--- config.mk ---
export PLATFORM = sky130hd
export DESIGN_NAME = led_group_fade_mode_controller
export DESIGN_NICKNAME = d
export VERILOG_FILES = /design/src/design/lgfm_pkg.sv /design/src/design/lgfm_step.sv /design/src/design/led_group_fade_mode_controller.sv
export SDC_FILE = /design/constraint.sdc
export NUM_CORES = 1
export LEC_CHECK = 0
export ABC_AREA = 1
export BUFFER_PORTS_ARGS = -buffer_cell sky130_fd_sc_hd__buf_4
export CAP_MARGIN = 20
export CORE_ASPECT_RATIO = 0.5
export CORE_MARGIN = 2
export CORE_UTILIZATION = 45
export CTS_BUF_LIST = sky130_fd_sc_hd__clkbuf_8
export DETAILED_ROUTE_END_ITERATION = 6
export SLEW_MARGIN = 10
export SYNTH_ARGS = -nofsm -noshare
export SYNTH_HDL_FRONTEND = slang
export SYNTH_HIERARCHICAL = 1
export SYNTH_SLANG_ARGS = --single-unit
--- constraint.sdc ---
create_clock -name i_clk -period 5.4 [get_ports i_clk]
set_input_delay 0.27 -clock i_clk [delete_from_list [all_inputs] [get_ports i_clk]]
set_output_delay 0.27 -clock i_clk [all_outputs]
set_load 0.05 [all_outputs]
--- src/design/lgfm_pkg.sv ---
// lgfm_pkg: shared types, codes and reset constants of the led group fade controller
// no dependencies; used by lgfm_step and led_group_fade_mode_controller

package lgfm_pkg;

    // command codes
    typedef logic [2:0] t_opcode;
    localparam t_opcode OP_TICK   = 3'd0;
    localparam t_opcode OP_TOGGLE = 3'd1;
    localparam t_opcode OP_ROLL   = 3'd2;
    localparam t_opcode OP_DIMM   = 3'd3;
    localparam t_opcode OP_ON     = 3'd4;

    // group mode
    typedef enum logic [1:0] {
        MODE_OFF    = 2'd0,
        MODE_ON     = 2'd1,
        MODE_TO_ON  = 2'd2,
        MODE_TO_OFF = 2'd3
    } t_mode;

    // configuration register indexes
    typedef logic [2:0] t_reg_idx;
    localparam t_reg_idx REG_FADE_IN_DELAY  = 3'd0;
    localparam t_reg_idx REG_FADE_OUT_DELAY = 3'd1;
    localparam t_reg_idx REG_FADE_IN_STEP   = 3'd2;
    localparam t_reg_idx REG_FADE_OUT_STEP  = 3'd3;
    localparam t_reg_idx REG_DIMM_COUNT     = 3'd4;
    localparam t_reg_idx REG_DIMM_TABLE     = 3'd5;
    localparam t_reg_idx REG_MASK_COUNT     = 3'd6;
    localparam t_reg_idx REG_MASK_TABLE     = 3'd7;

    localparam int CFG_DATA_W = 64;
    localparam int LED_IDX_W  = 3;

    typedef struct packed {
        logic [7:0]  fade_in_delay;
        logic [7:0]  fade_out_delay;
        logic [7:0]  fade_in_step;
        logic [7:0]  fade_out_step;
        logic [3:0]  dimm_count;
        logic [63:0] dimm_table;
        logic [3:0]  mask_count;
        logic [63:0] mask_table;
    } t_cfg;

    typedef struct packed {
        t_opcode    op;
        logic [7:0] arg;
        logic       keep;
    } t_cmd;

    localparam logic [63:0] DIMM_TABLE_RST = 64'hFF00_0000_0000_0000;
    localparam logic [63:0] MASK_TABLE_RST = 64'h0;
    localparam logic [7:0]  DELAY_RST      = 8'd1;

    localparam t_cfg CFG_RST = '{
        fade_in_delay:  DELAY_RST,
        fade_out_delay: DELAY_RST,
        fade_in_step:   DELAY_RST,
        fade_out_step:  DELAY_RST,
        dimm_count:     4'd8,
        dimm_table:     DIMM_TABLE_RST,
        mask_count:     4'd0,
        mask_table:     MASK_TABLE_RST
    };

    // byte k of a packed eight-entry table
    function automatic logic [7:0] table_byte(input logic [63:0] tbl, input logic [2:0] k);
        logic [7:0] b;
        b = tbl[8*k +: 8];
        return b;
    endfunction

endpackage

--- src/design/lgfm_step.sv ---
// lgfm_step: next-state logic for one command or tick over the whole led group
// depends on lgfm_pkg

module lgfm_step #(
    parameter int LEDS       = 4,
    parameter int DIMM_SLOTS = 8,
    parameter int MASK_SLOTS = 8
) (
    input  lgfm_pkg::t_cfg             i_cfg,
    input  lgfm_pkg::t_cmd             i_cmd,
    input  logic [LEDS-1:0][7:0]       i_level,
    input  logic [LEDS-1:0][7:0]       i_target,
    input  logic [LEDS-1:0][7:0]       i_timer,
    input  logic [LEDS-1:0][7:0]       i_on_level,
    input  logic [LEDS-1:0][2:0]       i_dimm_idx,
    input  lgfm_pkg::t_mode            i_mode,
    input  logic [2:0]                 i_mask_idx,
    input  logic [7:0]                 i_mask,
    output logic [LEDS-1:0][7:0]       o_level,
    output logic [LEDS-1:0][7:0]       o_target,
    output logic [LEDS-1:0][7:0]       o_timer,
    output logic [LEDS-1:0][7:0]       o_on_level,
    output logic [LEDS-1:0][2:0]       o_dimm_idx,
    output logic [LEDS-1:0]            o_changed,
    output lgfm_pkg::t_mode            o_mode,
    output logic [2:0]                 o_mask_idx,
    output logic [7:0]                 o_mask
);

    logic       is_tick, is_toggle, is_roll, is_dimm, is_on;
    logic [3:0] dimm_cnt, mask_cnt, mask_nx;
    logic [7:0] dimm_arg;
    logic       dimm_roll, all_zero, steady;
    logic [2:0] dimm_set;
    logic       do_dimm, do_roll, do_on, do_off, use_keep;

    assign is_tick   = (i_cmd.op == lgfm_pkg::OP_TICK);
    assign is_toggle = (i_cmd.op == lgfm_pkg::OP_TOGGLE);
    assign is_roll   = (i_cmd.op == lgfm_pkg::OP_ROLL);
    assign is_dimm   = (i_cmd.op == lgfm_pkg::OP_DIMM);
    assign is_on     = (i_cmd.op == lgfm_pkg::OP_ON);

    // effective counts
    always_comb begin
        if (i_cfg.dimm_count == 4'd0) begin
            dimm_cnt = 4'd1;
        end else if (i_cfg.dimm_count > 4'(DIMM_SLOTS)) begin
            dimm_cnt = 4'(DIMM_SLOTS);
        end else begin
            dimm_cnt = i_cfg.dimm_count;
        end
        if (i_cfg.mask_count > 4'(MASK_SLOTS)) begin
            mask_cnt = 4'(MASK_SLOTS);
        end else begin
            mask_cnt = i_cfg.mask_count;
        end
    end

    // roll dimm in on mode acts as dimm to index 0
    assign dimm_arg  = is_dimm ? i_cmd.arg : 8'd0;
    assign dimm_roll = (dimm_arg == {4'd0, dimm_cnt});
    assign dimm_set  = (dimm_arg > {4'd0, dimm_cnt}) ? 3'(dimm_cnt - 4'd1) : dimm_arg[2:0];

    always_comb begin
        all_zero = 1'b1;
        steady   = 1'b1;
        for (int i = 0; i < LEDS; i++) begin
            if (i_dimm_idx[i] != 3'd0) all_zero = 1'b0;
            if (i_target[i] != i_level[i]) steady = 1'b0;
        end
    end

    assign do_dimm  = is_dimm || (is_roll && i_mode == lgfm_pkg::MODE_ON);
    assign do_roll  = is_roll && i_mode == lgfm_pkg::MODE_OFF && mask_cnt != 4'd0;
    assign do_off   = is_toggle && i_mode == lgfm_pkg::MODE_ON;
    assign do_on    = (is_toggle && i_mode == lgfm_pkg::MODE_OFF)
                   || (is_roll && (i_mode == lgfm_pkg::MODE_ON || i_mode == lgfm_pkg::MODE_OFF))
                   || is_dimm || is_on;
    assign use_keep = !(is_on && !i_cmd.keep);

    // disable mask roll
    always_comb begin
        mask_nx = {1'b0, i_mask_idx} + 4'd1;
        if (mask_nx >= mask_cnt) mask_nx = 4'd0;
        if (do_roll) begin
            o_mask_idx = mask_nx[2:0];
            o_mask     = lgfm_pkg::table_byte(i_cfg.mask_table, mask_nx[2:0]);
        end else begin
            o_mask_idx = i_mask_idx;
            o_mask     = i_mask;
        end
    end

    // group mode
    always_comb begin
        o_mode = i_mode;
        if (is_toggle) begin
            if (i_mode == lgfm_pkg::MODE_ON) o_mode = lgfm_pkg::MODE_TO_OFF;
            else if (i_mode == lgfm_pkg::MODE_OFF) o_mode = lgfm_pkg::MODE_TO_ON;
        end else if (is_dimm || is_on) begin
            o_mode = lgfm_pkg::MODE_TO_ON;
        end else if (is_tick && steady) begin
            if (i_mode == lgfm_pkg::MODE_TO_ON) o_mode = lgfm_pkg::MODE_ON;
            else if (i_mode == lgfm_pkg::MODE_TO_OFF) o_mode = lgfm_pkg::MODE_OFF;
        end
    end

    // per led
    always_comb begin
        logic [7:0] tm_dec;
        logic [7:0] v;
        for (int i = 0; i < LEDS; i++) begin
            // dimm index and on-level
            if (!do_dimm) begin
                o_dimm_idx[i] = i_dimm_idx[i];
            end else if (dimm_roll) begin
                if (all_zero) o_dimm_idx[i] = 3'(dimm_cnt - 4'd1);
                else if (i_dimm_idx[i] == 3'd0) o_dimm_idx[i] = 3'd0;
                else o_dimm_idx[i] = i_dimm_idx[i] - 3'd1;
            end else begin
                o_dimm_idx[i] = dimm_set;
            end
            o_on_level[i] = do_dimm ? lgfm_pkg::table_byte(i_cfg.dimm_table, o_dimm_idx[i])
                                    : i_on_level[i];

            // fade step on tick
            o_level[i]   = i_level[i];
            o_target[i]  = i_target[i];
            o_timer[i]   = i_timer[i];
            o_changed[i] = 1'b0;
            tm_dec       = i_timer[i] - 8'd1;
            if (is_tick && i_target[i] != i_level[i]) begin
                if (tm_dec == 8'd0) begin
                    o_changed[i] = 1'b1;
                    if (i_target[i] > i_level[i]) begin
                        o_level[i] = i_level[i] + 8'd1;
                        o_timer[i] = i_cfg.fade_in_step;
                    end else begin
                        o_level[i] = i_level[i] - 8'd1;
                        o_timer[i] = i_cfg.fade_out_step;
                    end
                end else begin
                    o_timer[i] = tm_dec;
                end
            end

            if (do_off) begin
                o_target[i] = 8'd0;
                o_timer[i]  = i_cfg.fade_out_delay;
            end
            v = use_keep ? o_on_level[i] : i_cmd.arg;
            if (do_on) begin
                o_target[i] = o_mask[3'(i)] ? 8'd0 : v;
                o_timer[i]  = i_cfg.fade_in_delay;
            end
        end
    end

endmodule

--- src/design/led_group_fade_mode_controller.sv ---
// led_group_fade_mode_controller: top level of the led group fade and mode controller
// depends on lgfm_pkg and lgfm_step

// A group of LEDS leds shares one mode (off, on, turning on, turning off). Each request
// is a tick (opcode 0) or a command (toggle, roll dimm, dimm, on); every request updates
// the group state and is then reported as LEDS results, one per led in index order,
// with o_last set on the result for led LEDS-1. The serializer sends one led per cycle
// while i_out_stall is low; a request passes the request register, then the result
// snapshot. The request register in front of the update logic lets the next request be
// taken while the previous one is still being reported. Configuration is to be
// written by the user through i_cfg_we / i_cfg_index / i_cfg_data only while the block
// is idle, not enforced by the block; registers take the low bits of the data they need.

module led_group_fade_mode_controller #(
    parameter int LEDS       = 4,
    parameter int DIMM_SLOTS = 8,
    parameter int MASK_SLOTS = 8
) (
    input  logic                              i_clk,
    input  logic                              i_rst_n,
    // configuration write port
    input  logic                              i_cfg_we,
    input  lgfm_pkg::t_reg_idx                i_cfg_index,
    input  logic [lgfm_pkg::CFG_DATA_W-1:0]   i_cfg_data,
    // request channel
    input  logic                              i_in_valid,
    output logic                              o_in_stall,
    input  logic [2:0]                        i_opcode,
    input  logic [7:0]                        i_argument,
    input  logic                              i_keep_levels,
    // result channel
    output logic                              o_out_valid,
    input  logic                              i_out_stall,
    output logic [lgfm_pkg::LED_IDX_W-1:0]    o_led_index,
    output logic [7:0]                        o_level,
    output logic [7:0]                        o_target_level,
    output logic                              o_level_changed,
    output logic [1:0]                        o_group_mode,
    output logic [7:0]                        o_disabled_leds,
    output logic                              o_last
);

    localparam int IDX_W = (LEDS > 1) ? $clog2(LEDS) : 1;
    // on-level after reset: last valid entry of the reset dimm table
    localparam logic [7:0] ON_LEVEL_RST = lgfm_pkg::DIMM_TABLE_RST[8*(DIMM_SLOTS-1) +: 8];

    // configuration registers
    lgfm_pkg::t_cfg r_cfg;

    always_ff @(posedge i_clk) begin
        if (!i_rst_n) begin
            r_cfg <= lgfm_pkg::CFG_RST;
        end else if (i_cfg_we) begin
            unique case (i_cfg_index)
                lgfm_pkg::REG_FADE_IN_DELAY:  r_cfg.fade_in_delay  <= i_cfg_data[7:0];
                lgfm_pkg::REG_FADE_OUT_DELAY: r_cfg.fade_out_delay <= i_cfg_data[7:0];
                lgfm_pkg::REG_FADE_IN_STEP:   r_cfg.fade_in_step   <= i_cfg_data[7:0];
                lgfm_pkg::REG_FADE_OUT_STEP:  r_cfg.fade_out_step  <= i_cfg_data[7:0];
                lgfm_pkg::REG_DIMM_COUNT:     r_cfg.dimm_count     <= i_cfg_data[3:0];
                lgfm_pkg::REG_DIMM_TABLE:     r_cfg.dimm_table     <= i_cfg_data;
                lgfm_pkg::REG_MASK_COUNT:     r_cfg.mask_count     <= i_cfg_data[3:0];
                lgfm_pkg::REG_MASK_TABLE:     r_cfg.mask_table     <= i_cfg_data;
                default: begin
                end
            endcase
        end
    end

    // handshake bookkeeping
    logic r_in_valid;
    lgfm_pkg::t_cmd r_cmd;
    logic r_busy;
    logic [IDX_W-1:0] r_idx;
    logic in_take, out_take, out_done, snap_free, adv;

    assign o_out_valid = r_busy;
    assign o_last      = (r_idx == IDX_W'(LEDS - 1));
    assign out_take    = r_busy && !i_out_stall;
    assign out_done    = out_take && o_last;
    // snapshot can be reloaded when empty or when its final result leaves now
    assign snap_free   = !r_busy || out_done;
    assign adv         = r_in_valid && snap_free;
    assign o_in_stall  = r_in_valid && !adv;
    assign in_take     = i_in_valid && !o_in_stall;

    // request register
    always_ff @(posedge i_clk) begin
        if (!i_rst_n) begin
            r_in_valid <= 1'b0;
        end else begin
            r_in_valid <= in_take || (r_in_valid && !adv);
        end
    end

    always_ff @(posedge i_clk) begin
        if (in_take) begin
            r_cmd <= '{op: i_opcode, arg: i_argument, keep: i_keep_levels};
        end
    end

    // group state
    logic [LEDS-1:0][7:0] r_level, r_target, r_timer, r_on_level;
    logic [LEDS-1:0][2:0] r_dimm_idx;
    lgfm_pkg::t_mode      r_mode;
    logic [2:0]           r_mask_idx;
    logic [7:0]           r_mask;

    logic [LEDS-1:0][7:0] n_level, n_target, n_timer, n_on_level;
    logic [LEDS-1:0][2:0] n_dimm_idx;
    logic [LEDS-1:0]      n_changed;
    lgfm_pkg::t_mode      n_mode;
    logic [2:0]           n_mask_idx;
    logic [7:0]           n_mask;

    lgfm_step #(
        .LEDS       (LEDS),
        .DIMM_SLOTS (DIMM_SLOTS),
        .MASK_SLOTS (MASK_SLOTS)
    ) u_step (
        .i_cfg      (r_cfg),
        .i_cmd      (r_cmd),
        .i_level    (r_level),
        .i_target   (r_target),
        .i_timer    (r_timer),
        .i_on_level (r_on_level),
        .i_dimm_idx (r_dimm_idx),
        .i_mode     (r_mode),
        .i_mask_idx (r_mask_idx),
        .i_mask     (r_mask),
        .o_level    (n_level),
        .o_target   (n_target),
        .o_timer    (n_timer),
        .o_on_level (n_on_level),
        .o_dimm_idx (n_dimm_idx),
        .o_changed  (n_changed),
        .o_mode     (n_mode),
        .o_mask_idx (n_mask_idx),
        .o_mask     (n_mask)
    );

    // state advances once per request, when it moves into the snapshot
    always_ff @(posedge i_clk) begin
        if (!i_rst_n) begin
            for (int i = 0; i < LEDS; i++) begin
                r_level[i]    <= 8'd0;
                r_target[i]   <= 8'd0;
                r_timer[i]    <= lgfm_pkg::DELAY_RST;
                r_on_level[i] <= ON_LEVEL_RST;
                r_dimm_idx[i] <= 3'd0;
            end
            r_mode     <= lgfm_pkg::MODE_TO_OFF;
            r_mask_idx <= 3'd0;
            r_mask     <= lgfm_pkg::MASK_TABLE_RST[7:0];
        end else if (adv) begin
            r_level    <= n_level;
            r_target   <= n_target;
            r_timer    <= n_timer;
            r_on_level <= n_on_level;
            r_dimm_idx <= n_dimm_idx;
            r_mode     <= n_mode;
            r_mask_idx <= n_mask_idx;
            r_mask     <= n_mask;
        end
    end

    // result snapshot, walked one led per cycle while results are not stalled
    logic [LEDS-1:0][7:0] r_snap_level, r_snap_target;
    logic [LEDS-1:0]      r_snap_changed;
    lgfm_pkg::t_mode      r_snap_mode;
    logic [7:0]           r_snap_mask;

    always_ff @(posedge i_clk) begin
        if (adv) begin
            r_snap_level   <= n_level;
            r_snap_target  <= n_target;
            r_snap_changed <= n_changed;
            r_snap_mode    <= n_mode;
            r_snap_mask    <= n_mask;
        end
    end

    always_ff @(posedge i_clk) begin
        if (!i_rst_n) begin
            r_busy <= 1'b0;
            r_idx  <= '0;
        end else if (adv) begin
            r_busy <= 1'b1;
            r_idx  <= '0;
        end else if (out_done) begin
            r_busy <= 1'b0;
            r_idx  <= '0;
        end else if (out_take) begin
            r_idx  <= r_idx + IDX_W'(1);
        end
    end

    assign o_led_index     = lgfm_pkg::LED_IDX_W'(r_idx);
    assign o_level         = r_snap_level[r_idx];
    assign o_target_level  = r_snap_target[r_idx];
    assign o_level_changed = r_snap_changed[r_idx];
    assign o_group_mode    = r_snap_mode;
    assign o_disabled_leds = r_snap_mask;

`ifndef SYNTHESIS
    // a request moving into the snapshot is always reported next
    a_adv_loads: assert property (@(posedge i_clk) disable iff (!i_rst_n)
        adv |=> r_busy && r_idx == '0)
        else $error("snapshot not loaded after advance");

    // led walk only moves when a result is taken
    a_idx_hold: assert property (@(posedge i_clk) disable iff (!i_rst_n)
        r_busy && !out_take && !adv |=> $stable(r_idx) && r_busy)
        else $error("led index moved without a result taken");

    // group state only changes when a request advances
    a_state_hold: assert property (@(posedge i_clk) disable iff (!i_rst_n)
        !adv |=> $stable(r_mode) && $stable(r_level) && $stable(r_target))
        else $error("group state changed without a request");

    // dimm request always leaves the group turning on
    a_dimm_mode: assert property (@(posedge i_clk) disable iff (!i_rst_n)
        adv && r_cmd.op == lgfm_pkg::OP_DIMM |=> r_mode == lgfm_pkg::MODE_TO_ON)
        else $error("dimm request did not start turning on");
`endif

endmodule
==> results.md <==
- Run status: complete, no violations
- Drt first pass iters: 5
- Post-cts sizing count: 0
- CTS Sinks: 415
- Synth warnings: 6
- Final min period: 4470 ps
- Reg clk slew, reported paths: 70 ps
- Initial Util: 45.4%
- Fillcell total: 5593
- Final WL: 85.8 mm
- Final Max Slew Viols: 0
- Die area: 0.0578 mm^2
- I/O pin count: 117
- CP endpoint kind: flop
- CTS tree: built
- Max_cap viols: 0
- EDFF count, synth: 90
- Skew-Pair Late Insertion Delay: 690 ps
- Postcts setup bufs: 0
- Clk buf depth: 3
- IR drop worst, VDD: 0.000159 V
- First-pass GRT wire length: 131 mm
- Post-DP HPWL: 58.7 mm
- Die width: 338 um
- Clock skew: 34.2 ps
- CTS Buf Count: 61
- WL/cell: 18.4 um
- FMAX: 224 MHz
- Sequential area share after synthesis: 36.7%
- Actual slew at the worst max-slew pin: 992 ps
- Antenna Cells: 0
- P_leak: 12.4 nW
- Slew Limit Headroom: 32.0%
- Die H: 171 um
- Area of the multi-input gates: 0.0136 mm^2
- Synthesis-stage register bit count: 415
- RSZ-0062 raised after global routing: false
- Crit Path Class: flop to flop
- Number of global-route vias before repair: 22300
- Hold Worst Slack: 55.9 ps
- Routed wire length on met2: 36.9 mm
- Critical Path AT: 5020 ps
- Root Buffer Master: clkbuf_8
- Largest net degree at the start of global routing: 182
- Synthesized area: 0.0251 mm^2
- Mean post-synth cell area: 6.63 um^2
- Initial antenna violation count: 0
- Overflow after GRT: 0
- Startpoint types: flop
- GPL Wtd Cong: 0.947
- Setup tns final: 0 ps
- Layout cells sized above 1: 8.38%
- Core area: 0.0553 mm^2
- DR vias/cell: 5.46
- Final worst path period share: 82.8%
- Hold WC Path Type: input port to flop
- Synth Instances: 3787
- Post-route ant nets: 0
- PD cells: 300 mW/mm^2
- Syn nets: 3962
- Worst path required time: 5950 ps
- Iter 0 DRT Violations: 2797
- Crit-path max FO: 33
- Fin nets: 4037
- Area growth syn-to-layout: 12.8%
- Final setup fails: 0
- Highest Signal Layer: met4
- Routed length on met3: 6.33 mm
- DRC viols: 0
- FP Rows: 61
- Total GRT Usage: 29.1%
- FF/Latch Area: 0.00921 mm^2
- Hold Vio Cnt, Final: 0
- Async set-or-reset flop fraction in the synthesized netlist: 0%
- H-tree depth: 2
- Via count: 25500
- Met1 WL: 40.3 mm
- Count of cell types in the netlist: 47
- Port Buffer Count: 115
- Synth Flop Type: dfxtp_1
area by class of cell:
| cell class | count | share of cell area, % |
|---|---|---|
| Multi-Input combinational cell | 2793 | 47.9 |
| Sequential cell | 415 | 32.5 |
| Timing Repair Buffer | 232 | 6.95 |
| Inverter | 359 | 4.76 |
| Clock buffer | 72 | 3.50 |
| Tap cell | 756 | 3.34 |
| Clock inverter | 41 | 1.03 |
placed cells by master, fill, tap and decap left out, types with 87 or more instances in the layout:
master	netlist	layout
nand2_1	762	760
buf_4	15	151
nor2_1	622	620
a21oi_1	182	182
inv_1	350	367
ha_1	87	87
dfxtp_1	325	324
o21ai_0	315	315
nand3_1	593	593
edfxtp_1	90	90
Yosys cell counts, types with 6 or more instances:
cell type / instances / area, um^2
nand2_1: 762 / 2860
nor2_1: 622 / 2330
nand3_1: 593 / 2970
inv_1: 350 / 1310
dfxtp_1: 325 / 6510
o21ai_0: 315 / 1580
a21oi_1: 182 / 911
clkbuf_1: 115 / 432
edfxtp_1: 90 / 2700
ha_1: 87 / 1090
buf_2: 63 / 315
or2_2: 43 / 269
o22ai_1: 24 / 150
xor2_1: 23 / 201
buf_1: 20 / 75.1
buf_4: 15 / 113
mux2i_1: 15 / 150
xnor2_1: 15 / 131
o211ai_1: 14 / 105
nand4_1: 12 / 75.1
nand2_2: 11 / 68.8
nand3b_1: 9 / 67.6
o21ai_2: 9 / 78.8
a31oi_1: 7 / 43.8
buf_6: 7 / 78.8
nor3_1: 7 / 35.0
o221ai_1: 6 / 52.6
report_power, final:
part / switching, mW / internal (mW)
combinational: 1.47 / 0.751
clock: 1.35 / 1.41
sequential: 0.174 / 3.37
total: 2.99 / 5.52
critical path: stages, from the launching register on:
cell,delay [ps]
edfxtp_1,490
inv_1,140
nand3_1,170
nor2_1,150
ha_1,270
nand2_1,130
nor2_1,60
nor2_1,220
nand3_2,140
nand2_1,100
nand3_2,130
nand2_2,520
nand2_2,560
nand2_1,200
nand3_1,90
nand3_1,130
nand3_1,200
nand2_1,170
nand2_1,70
nand2_1,70
nand2_1,60
inv_1,50
nand3_1,70
nand2_1,100
nor2_1,40
registers in the layout, indices dropped and copies added (netlist names), 4 cells and up:
| name | count |
|---|---|
| r_mask | 8 |
| r_on_level | 32 |
| o_disabled_leds | 8 |
| r_cmd | 12 |
| r_dimm_idx | 12 |
| r_snap_level | 32 |
| r_snap_changed | 4 |
| r_target | 32 |
| r_cfg | 168 |
| r_level | 32 |
| r_timer | 32 |
| r_snap_target | 32 |
final timing paths:
kind                   from        endpoint  slack [ps]  cells past startpoint
max               r_cmd[11]    r_target[22]         930                     24
min          i_cfg_index[0]      r_cfg[135]          60                      5
max reg2reg       r_cmd[11]    r_target[22]         930                     24
min reg2reg  r_on_level[17]  r_on_level[17]         450                      2
logic make-up (layout without fill, tap and decap cells):
logic type                 Yosys count  count (layout)  synth area share (%)
and+or+nand+nor                   2069            2069                  35.0
adders and majority gates           91              91                  4.65
DFF                                415             415                  36.7
other                                1               1                0.0149
xor gates and xnor gates            38              38                  1.33
buffers and inverters              579             704                  9.40
AOI/OAI and AO/OA                  579             579                  12.3
muxes                               15              15                 0.598
metrics by stage:
stage / setup slack, ps / area, um^2 / util, % / power [mW] / cells
3_3_place_gp: 1330 / 26200 / 47.4 / 5.70 / 4476
4_1_cts: 1090 / 28300 / 51.1 / 8.51 / 4667
3_5_place_dp: 1170 / 26200 / 47.4 / 5.73 / 4476
5_1_grt: 486 / 28300 / 51.2 / 8.97 / 4668
2_1_floorplan: 1580 / 25100 / - / 5.12 / 3787
6_report: 929 / 28300 / 51.2 / 8.51 / 4668
what timing repair did:
item	4_1_cts	5_1_grt
hold buffers	78	0
setup endpoints to repair	0	0
endpoints found under the hold margin	183	0
layer usage:
metal  vias up  global-route usage [%]
met5         -                       0
met4         0                    8.50
met3       159                    4.13
met2       917                    43.8
met1     11900                    42.8
li1      12500                       -
Note: power is estimated with default switching activity, not from simulation.
